File: config.mk
export PLATFORM = sky130hd
export DESIGN_NAME = touch_gesture_volume_keys
export DESIGN_NICKNAME = d
export VERILOG_FILES = /design/src/sv/tgvk_pkg.sv /design/src/sv/tgvk_step.sv /design/src/sv/touch_gesture_volume_keys.sv
export SDC_FILE = /design/constraint.sdc
export NUM_CORES = 1
export LEC_CHECK = 0
export ABC_CLOCK_PERIOD_IN_PS = 9000
export BUFFER_PORTS_ARGS = -buffer_cell sky130_fd_sc_hd__buf_2
export CAP_MARGIN = 40
export CORE_ASPECT_RATIO = 0.7
export CORE_MARGIN = 2
export CORE_UTILIZATION = 40
export CTS_CLUSTER_SIZE = 16
export DETAILED_ROUTE_END_ITERATION = 6
export PLACE_DENSITY = 0.64
export SLEW_MARGIN = 30
export SYNTH_ARGS = -nofsm -noshare
export SYNTH_HDL_FRONTEND = slang
export SYNTH_SLANG_ARGS = --single-unit
File: constraint.sdc
create_clock -name clock -period 9 [get_ports clock]
set_input_delay 1.8 -clock clock [delete_from_list [all_inputs] [get_ports clock]]
set_output_delay 1.8 -clock clock [all_outputs]
set_load 0.02 [all_outputs]
File: src/sv/tgvk_pkg.sv
`timescale 1ns / 1ps
`default_nettype none

package tgvk_pkg;

   localparam int VOLUME_MAX_DEFAULT         = 100;
   localparam int REPEAT_INTERVAL_US_DEFAULT = 200000;

   localparam logic [2:0] EV_NONE       = 3'd0;
   localparam logic [2:0] EV_SINGLE     = 3'd1;
   localparam logic [2:0] EV_DOUBLE     = 3'd2;
   localparam logic [2:0] EV_LONG_START = 3'd3;
   localparam logic [2:0] EV_LONG_END   = 3'd4;

   localparam logic [2:0] REG_DEFAULT_TAP_MAX      = 3'd0;
   localparam logic [2:0] REG_DEFAULT_CLICK_WINDOW = 3'd1;
   localparam logic [2:0] REG_DEFAULT_LONG_PRESS   = 3'd2;
   localparam logic [2:0] REG_KEY_TAP_MAX          = 3'd3;
   localparam logic [2:0] REG_KEY_CLICK_WINDOW     = 3'd4;
   localparam logic [2:0] REG_SIDE_LONG_PRESS      = 3'd5;
   localparam logic [2:0] REG_CENTER_LONG_PRESS    = 3'd6;
   localparam logic [2:0] REG_CODEC_PRESENT        = 3'd7;

   typedef struct packed {
      logic [3:0]  touch_count;
      logic [11:0] touch_x;
      logic [11:0] touch_y;
      logic [31:0] time_us;
      logic [6:0]  current_volume;
      logic        device_starting;
   } req_type;

   typedef struct packed {
      logic [2:0]  event_kind;
      logic [11:0] event_x;
      logic [11:0] event_y;
      logic        toggle_chat;
      logic        volume_write;
      logic [6:0]  volume_value;
   } rsp_type;

   typedef struct packed {
      logic [23:0] default_tap_max_us;
      logic [23:0] default_click_window_us;
      logic [23:0] default_long_press_us;
      logic [23:0] key_tap_max_us;
      logic [23:0] key_click_window_us;
      logic [23:0] side_key_long_press_us;
      logic [23:0] center_key_long_press_us;
      logic        codec_present;
   } cfg_type;

   typedef struct packed {
      logic        touching;
      logic [31:0] press_start_time;
      logic [31:0] release_time;
      logic [1:0]  click_tally;
      logic        long_press_seen;
      logic        repeat_active;
      logic        repeat_down;
      logic [31:0] repeat_time;
   } state_type;

endpackage

`default_nettype wire

File: src/sv/tgvk_step.sv
`timescale 1ns / 1ps
`default_nettype none

module tgvk_step #(
   parameter int VOLUME_MAX         = tgvk_pkg::VOLUME_MAX_DEFAULT,
   parameter int REPEAT_INTERVAL_US = tgvk_pkg::REPEAT_INTERVAL_US_DEFAULT
) (
   input  tgvk_pkg::req_type   req,
   input  tgvk_pkg::cfg_type   cfg,
   input  tgvk_pkg::state_type st,
   output tgvk_pkg::state_type st_in,
   output tgvk_pkg::rsp_type   rsp
);
   import tgvk_pkg::*;

   localparam logic [11:0] KEY_Y      = 12'd600;
   localparam logic [11:0] KEY_UP_X   = 12'd20;
   localparam logic [11:0] KEY_MID_X  = 12'd40;
   localparam logic [11:0] KEY_DOWN_X = 12'd60;
   localparam logic [3:0]  CLICK_STEP  = 4'd10;
   localparam logic [3:0]  REPEAT_STEP = 4'd5;
   localparam logic [7:0]  VMAX = 8'(VOLUME_MAX);
   localparam logic [31:0] REPEAT_US = 32'(REPEAT_INTERVAL_US);

   function automatic logic [7:0] vol_step(input logic [7:0] v, input logic up,
                                           input logic [3:0] step);
      logic [8:0] sum;
      logic [8:0] res;
      sum = {1'b0, v} + {5'd0, step};
      if (up) begin
         res = sum;
      end else if (v < {4'd0, step}) begin
         res = 9'd0;
      end else begin
         res = {1'b0, v} - {5'd0, step};
      end
      if (res > {1'b0, VMAX}) begin
         res = {1'b0, VMAX};
      end
      return res[7:0];
   endfunction

   logic        at_key;
   logic [31:0] tap_max;
   logic [31:0] window;
   logic [31:0] long_us;
   logic [31:0] held;
   logic [31:0] quiet;
   logic [31:0] since_repeat;
   logic [2:0]  kind;
   logic        tog;
   logic        wr;
   logic [7:0]  wval;
   logic [7:0]  vol;
   logic [7:0]  nv;

   assign at_key = (req.touch_y == KEY_Y) && ((req.touch_x == KEY_UP_X) ||
                   (req.touch_x == KEY_MID_X) || (req.touch_x == KEY_DOWN_X));
   assign held  = req.time_us - st.press_start_time;
   assign quiet = req.time_us - st.release_time;

   always_comb begin
      if (at_key) begin
         tap_max = {8'd0, cfg.key_tap_max_us};
         window  = {8'd0, cfg.key_click_window_us};
         long_us = (req.touch_x == KEY_MID_X) ? {8'd0, cfg.center_key_long_press_us}
                                              : {8'd0, cfg.side_key_long_press_us};
      end else begin
         tap_max = {8'd0, cfg.default_tap_max_us};
         window  = {8'd0, cfg.default_click_window_us};
         long_us = {8'd0, cfg.default_long_press_us};
      end
   end

   always_comb begin
      st_in = st;
      kind  = EV_NONE;
      tog   = 1'b0;
      wr    = 1'b0;
      wval  = 8'd0;
      vol   = {1'b0, req.current_volume};

      if (req.touch_count != 4'd0 && !st.touching) begin
         st_in.touching         = 1'b1;
         st_in.press_start_time = req.time_us;
         st_in.long_press_seen  = 1'b0;
      end else if (req.touch_count != 4'd0) begin
         if (!st.long_press_seen && held >= long_us) begin
            kind                  = EV_LONG_START;
            st_in.long_press_seen = 1'b1;
         end
      end else if (st.touching) begin
         st_in.touching     = 1'b0;
         st_in.release_time = req.time_us;
         if (st.long_press_seen) begin
            kind = EV_LONG_END;
         end else if (held <= tap_max && st.click_tally != 2'd3) begin
            st_in.click_tally = st.click_tally + 2'd1;
         end
      end else if (st.click_tally != 2'd0 && quiet >= window) begin
         kind              = (st.click_tally == 2'd2) ? EV_DOUBLE : EV_SINGLE;
         st_in.click_tally = 2'd0;
      end

      if (kind != EV_NONE && at_key) begin
         case (kind)
            EV_SINGLE: begin
               if (req.touch_x == KEY_MID_X) begin
                  tog = !req.device_starting;
               end else if (cfg.codec_present) begin
                  vol  = vol_step(vol, req.touch_x == KEY_UP_X, CLICK_STEP);
                  wr   = 1'b1;
                  wval = vol;
               end
            end
            EV_LONG_START: begin
               if (req.touch_x != KEY_MID_X) begin
                  st_in.repeat_active = 1'b1;
                  st_in.repeat_down   = (req.touch_x == KEY_DOWN_X);
                  st_in.repeat_time   = req.time_us;
               end
            end
            EV_LONG_END: begin
               if (req.touch_x != KEY_MID_X) begin
                  st_in.repeat_active = 1'b0;
                  st_in.repeat_down   = 1'b0;
               end
            end
            default: begin
            end
         endcase
      end

      since_repeat = req.time_us - st_in.repeat_time;
      nv = vol_step(vol, !st_in.repeat_down, REPEAT_STEP);
      if (st_in.repeat_active && cfg.codec_present && since_repeat >= REPEAT_US) begin
         if (nv != vol) begin
            wr                = 1'b1;
            wval              = nv;
            st_in.repeat_time = req.time_us;
         end else begin
            st_in.repeat_active = 1'b0;
            st_in.repeat_down   = 1'b0;
         end
      end

      rsp.event_kind   = kind;
      rsp.event_x      = (kind != EV_NONE) ? req.touch_x : 12'd0;
      rsp.event_y      = (kind != EV_NONE) ? req.touch_y : 12'd0;
      rsp.toggle_chat  = tog;
      rsp.volume_write = wr;
      rsp.volume_value = wr ? wval[6:0] : 7'd0;
   end

endmodule

`default_nettype wire

File: src/sv/touch_gesture_volume_keys.sv
`timescale 1ns / 1ps
`default_nettype none
// Two register stages: the input register takes an accepted request, and the output register drives rsp_valid.
// Throughput: one transaction per cycle while rsp_stall is low; the gesture step is a single
// compare/add pass between the input register and the result register.
// Reset: synchronous, active high; clears valids and gesture state, loads register defaults.
module touch_gesture_volume_keys #(
   parameter int VOLUME_MAX         = tgvk_pkg::VOLUME_MAX_DEFAULT,
   parameter int REPEAT_INTERVAL_US = tgvk_pkg::REPEAT_INTERVAL_US_DEFAULT
) (
   input  logic              clock,
   input  logic              reset,
   input  logic              req_valid,
   output logic              req_stall,
   input  tgvk_pkg::req_type req_data,
   output logic              rsp_valid,
   input  logic              rsp_stall,
   output tgvk_pkg::rsp_type rsp_data,
   input  logic              csr_we,
   input  logic [2:0]        csr_index,
   input  logic [23:0]       csr_wdata
);
   import tgvk_pkg::*;

   logic      in_valid_ff;
   req_type   in_data_ff;
   logic      out_valid_ff;
   rsp_type   out_data_ff;
   cfg_type   cfg_ff;
   state_type state_ff;
   state_type state_in;
   rsp_type   rsp_in;
   logic      advance;

   assign advance   = in_valid_ff && (!out_valid_ff || !rsp_stall);
   assign req_stall = in_valid_ff && !advance;
   assign rsp_valid = out_valid_ff;
   assign rsp_data  = out_data_ff;

   tgvk_step #(
      .VOLUME_MAX         (VOLUME_MAX),
      .REPEAT_INTERVAL_US (REPEAT_INTERVAL_US)
   ) u_step (
      .req   (in_data_ff),
      .cfg   (cfg_ff),
      .st    (state_ff),
      .st_in (state_in),
      .rsp   (rsp_in)
   );

   always_ff @(posedge clock) begin
      if (reset) begin
         in_valid_ff  <= 1'b0;
         out_valid_ff <= 1'b0;
         state_ff     <= '0;
      end else begin
         if (!req_stall) begin
            in_valid_ff <= req_valid;
         end
         if (advance) begin
            out_valid_ff <= 1'b1;
            state_ff     <= state_in;
         end else if (!rsp_stall) begin
            out_valid_ff <= 1'b0;
         end
      end
   end

   always_ff @(posedge clock) begin
      if (!req_stall) begin
         in_data_ff <= req_data;
      end
      if (advance) begin
         out_data_ff <= rsp_in;
      end
   end

   always_ff @(posedge clock) begin
      if (reset) begin
         cfg_ff.default_tap_max_us       <= 24'd120000;
         cfg_ff.default_click_window_us  <= 24'd240000;
         cfg_ff.default_long_press_us    <= 24'd4000000;
         cfg_ff.key_tap_max_us           <= 24'd200000;
         cfg_ff.key_click_window_us      <= 24'd240000;
         cfg_ff.side_key_long_press_us   <= 24'd2000000;
         cfg_ff.center_key_long_press_us <= 24'd4000000;
         cfg_ff.codec_present            <= 1'b1;
      end else if (csr_we) begin
         case (csr_index)
            REG_DEFAULT_TAP_MAX:      cfg_ff.default_tap_max_us       <= csr_wdata;
            REG_DEFAULT_CLICK_WINDOW: cfg_ff.default_click_window_us  <= csr_wdata;
            REG_DEFAULT_LONG_PRESS:   cfg_ff.default_long_press_us    <= csr_wdata;
            REG_KEY_TAP_MAX:          cfg_ff.key_tap_max_us           <= csr_wdata;
            REG_KEY_CLICK_WINDOW:     cfg_ff.key_click_window_us      <= csr_wdata;
            REG_SIDE_LONG_PRESS:      cfg_ff.side_key_long_press_us   <= csr_wdata;
            REG_CENTER_LONG_PRESS:    cfg_ff.center_key_long_press_us <= csr_wdata;
            REG_CODEC_PRESENT:        cfg_ff.codec_present            <= csr_wdata[0];
            default: begin
            end
         endcase
      end
   end

endmodule

`default_nettype wire

==> results.py <==
metrics = {
    "critical_path": {
        "cp_data_required_time_ps": 9420,
        "end_kind": "flop",
        "critPathMostFrequentCell": "o21ai_0",
        "path_max_fanout": 7,
        "cp-start-kind": "flop",
        "max_stage_delay_ps": 720,
        "crit_arrival_ps": 8830,
        "slowest_stage": "o21ai_0",
        "path_class": "reg -> reg",
    },
    "floorplanning": {
        "die_h_um": 205.0,
        "dieArea_um2": 59700,
        "coreArea_um2": 56900,
        "io_pins": 138,
        "fp.dieW_um": 291.2,
        "initial_utilization": 0.4058,
        "rows": 73,
    },
    "synthesis": {
        "synth-seq-cells": 377,
        "yosysTopAreaCell": "dfxtp_1",
        "yosys_warnings": 0,
        "synth_fp_nets": 3065,
        "synth_edf_count": 104,
        "yosysMostFrequentCell": "nand2_1",
        "synth_top_area_share": 0.2367,
        "synth_cell_types": 99,
        "synth_area_leaders": "dfxtp_1 24%, edfxtp_1 14%, nand2_1 11%",
        "netlist_area_um2": 23090,
        "avgSynthCellArea_um2": 8.279,
        "seq_area_frac_synth": 0.3719,
        "synthArstFlopShare": 0,
        "synthFlopType": "dfxtp_1",
        "netlist_top_cells_count": "687 x nand2_1, 323 x a21oi_1, 273 x dfxtp_1, 173 x ha_1, 154 x mux2i_1",
        "syn_inst": 2789,
    },
    "sta": {
        "layout_setup_ws_ps": 589.7,
        "slew_headroom": 0.4342,
        "setup_viol": 0,
        "clock_skew_ps": 21.06,
        "finalHoldViolCount": 0,
        "rsz0062_at_grt": "false",
        "finalCriticalPeriod_ps": 8410,
        "tns_ps": 0,
        "finalCritPeriodShare": 0.9345,
        "max_freq_mhz": 118.9,
        "holdWs_ps": 451.2,
        "worstMarginPinSlew_ps": 839.9,
        "drv_slew": 0,
    },
    "routing": {
        "postRouteAntennaNets": 0,
        "route.detailed.drc": 0,
        "num_vias": 20707,
        "dr.pass1.iters": 5,
        "wire_per_inst_um": 19.22,
        "via_per_inst": 5.633,
        "dr.first_iter.drc_count": 2063,
        "routed_wl_um": 70660,
    },
    "clock_network": {
        "clock_latency_ps": 590,
        "cts-root-buf": "clkbuf_16",
        "cts.clk_slew.worst_paths_ps": 70,
        "htreeDepth": 2,
        "cts.path.max_buffers": 3,
        "cts.sinks": 377,
        "numCtsBuffers": 41,
        "cts_tree": "yes",
        "postCtsSetupBuffers": 0,
    },
    "cells_and_area": {
        "num_antenna_cells": 0,
        "drive_gt1_frac": 0.1189,
        "fillers": 5361,
        "nets": 3169,
        "area_growth_pct": 13.36,
        "final_util": 0.4600,
    },
    "global_routing": {
        "grt_first_pass_wirelength_um": 110000,
        "overflow": 0,
        "track_usage": 0.2324,
        "grt_pass1_vias": 19544,
        "antenna_found_initial": 1,
        "grt_max_degree": 105,
    },
    "place": {
        "dp_hpwl_um": 53640,
        "dp_slack_ps": 367.9,
        "io_buffer_count": 137,
        "gp_congestion": 0.9645,
    },
    "hold_path": {
        "hold_class": "reg -> reg",
    },
    "run_status": {
        "status": "finished, final reports clean",
    },
    "flow_run": {
        "cap_violations": 0,
    },
    "power_and_ir_drop": {
        "ir_worst_vdd_mv": 0.1415,
        "leakage_nw": 9.980,
        "p_per_area_nw_per_um2": 169.3,
    },
}
==> stage by stage <==
stage               instance area, µm²  cells  total power [mW]
finish                           26180   3676             4.431
CTS                              26140   3673             4.450
floorplan                        23090   2789             2.416
detailed placement               24720   3597             2.682
global placement                 24630   3591             2.662
global route                     26180   3676             4.615
==> worst max-delay path: cells and delay by family, from the launching register on <==
family	cells	cell delay (ps)
buffers and inverters	3	470
AOI/OAI and AO/OA	18	3900
xor gates and xnor gates	1	240
and+or+nand+nor	6	1360
adders and majority gates	4	1310
DFF	1	520
muxes	2	440
==> area by class of cell <==
type / instances / area (µm²) / area share
repair buffers: 201 / 1227 / 0.04689
flip-flops and latches: 377 / 8588 / 0.3281
inverters: 97 / 365.4 / 0.01396
multi-input cells: 2175 / 13640 / 0.5212
well taps: 750 / 938.4 / 0.03585
clock buffers: 54 / 1176 / 0.04493
clock inverters: 22 / 236.5 / 0.009034
==> cells by family (layout without fill, tap and decap cells) <==
kind of cell               Yosys count  count (layout)  share of synthesized area
and+or+nand+nor                   1100            1100                     0.2103
AOI/OAI and AO/OA                  658             658                     0.1759
DFF                                377             377                     0.3719
buffers and inverters              237             374                    0.04194
adders and majority gates          176             176                    0.09634
muxes                              171             171                    0.07700
xor gates and xnor gates            70              70                    0.02655
==> state kept, by name (all words and copies together) (netlist names) <==
signal and flops:
rsp_valid 1, in_valid_ff 1, cfg_ff 169, rsp_data 36, in_data_ff 68, state_ff 102
==> placed cells by master (no fill, tap or decap), types with 12 or more instances in the layout <==
master,count
a211oi_1,13
a21o_1,36
a21oi_1,320
a31oi_1,12
and2_1,36
buf_2,137
buf_4,53
clkbuf_16,42
dfxtp_1,273
edfxtp_1,104
ha_1,173
inv_1,96
mux2i_1,154
nand2_1,685
nand2b_1,27
nand3_1,77
nand4_1,35
nor2_1,112
nor2b_1,20
nor3_1,28
nor4_1,12
o211ai_1,21
o21a_1,24
o21ai_0,111
o31ai_1,12
xnor2_1,44
xor2_1,26
==> metal layers <==
metal  GRT usage  part of all wire  vias up
met4     0.06865             0.027        2
li1            -                 -    10017
met2      0.3512              0.42      746
met5    0.005691           0.00069        -
met1      0.3294              0.47     9819
met3     0.05229             0.082      123
==> worst paths after layout <==
check	start	slack, ps	cells past startpoint	to
max reg2reg	in_data_ff[20]	590	34	rsp_data[3]
max	in_data_ff[20]	590	34	rsp_data[3]
min reg2reg	cfg_ff[111]	450	2	cfg_ff[111]
min	cfg_ff[111]	450	2	cfg_ff[111]
==> what timing repair did <==
item                       4_1_cts  5_1_grt
hold endpoints to repair         0        0
resized for setup                0        7
hold buffers                     0        0
setup endpoints to repair        0       42
==> where the power goes <==
part	total [mW]	internal, mW	leakage [nW]	switching, mW
Combinational	0.826	0.305	6.02	0.521
Sequential	1.84	1.80	3.27	0.0421
Clock	1.77	0.998	0.696	0.767
Total	4.43	3.10	9.98	1.33
Power figures use the tool's default switching activity.
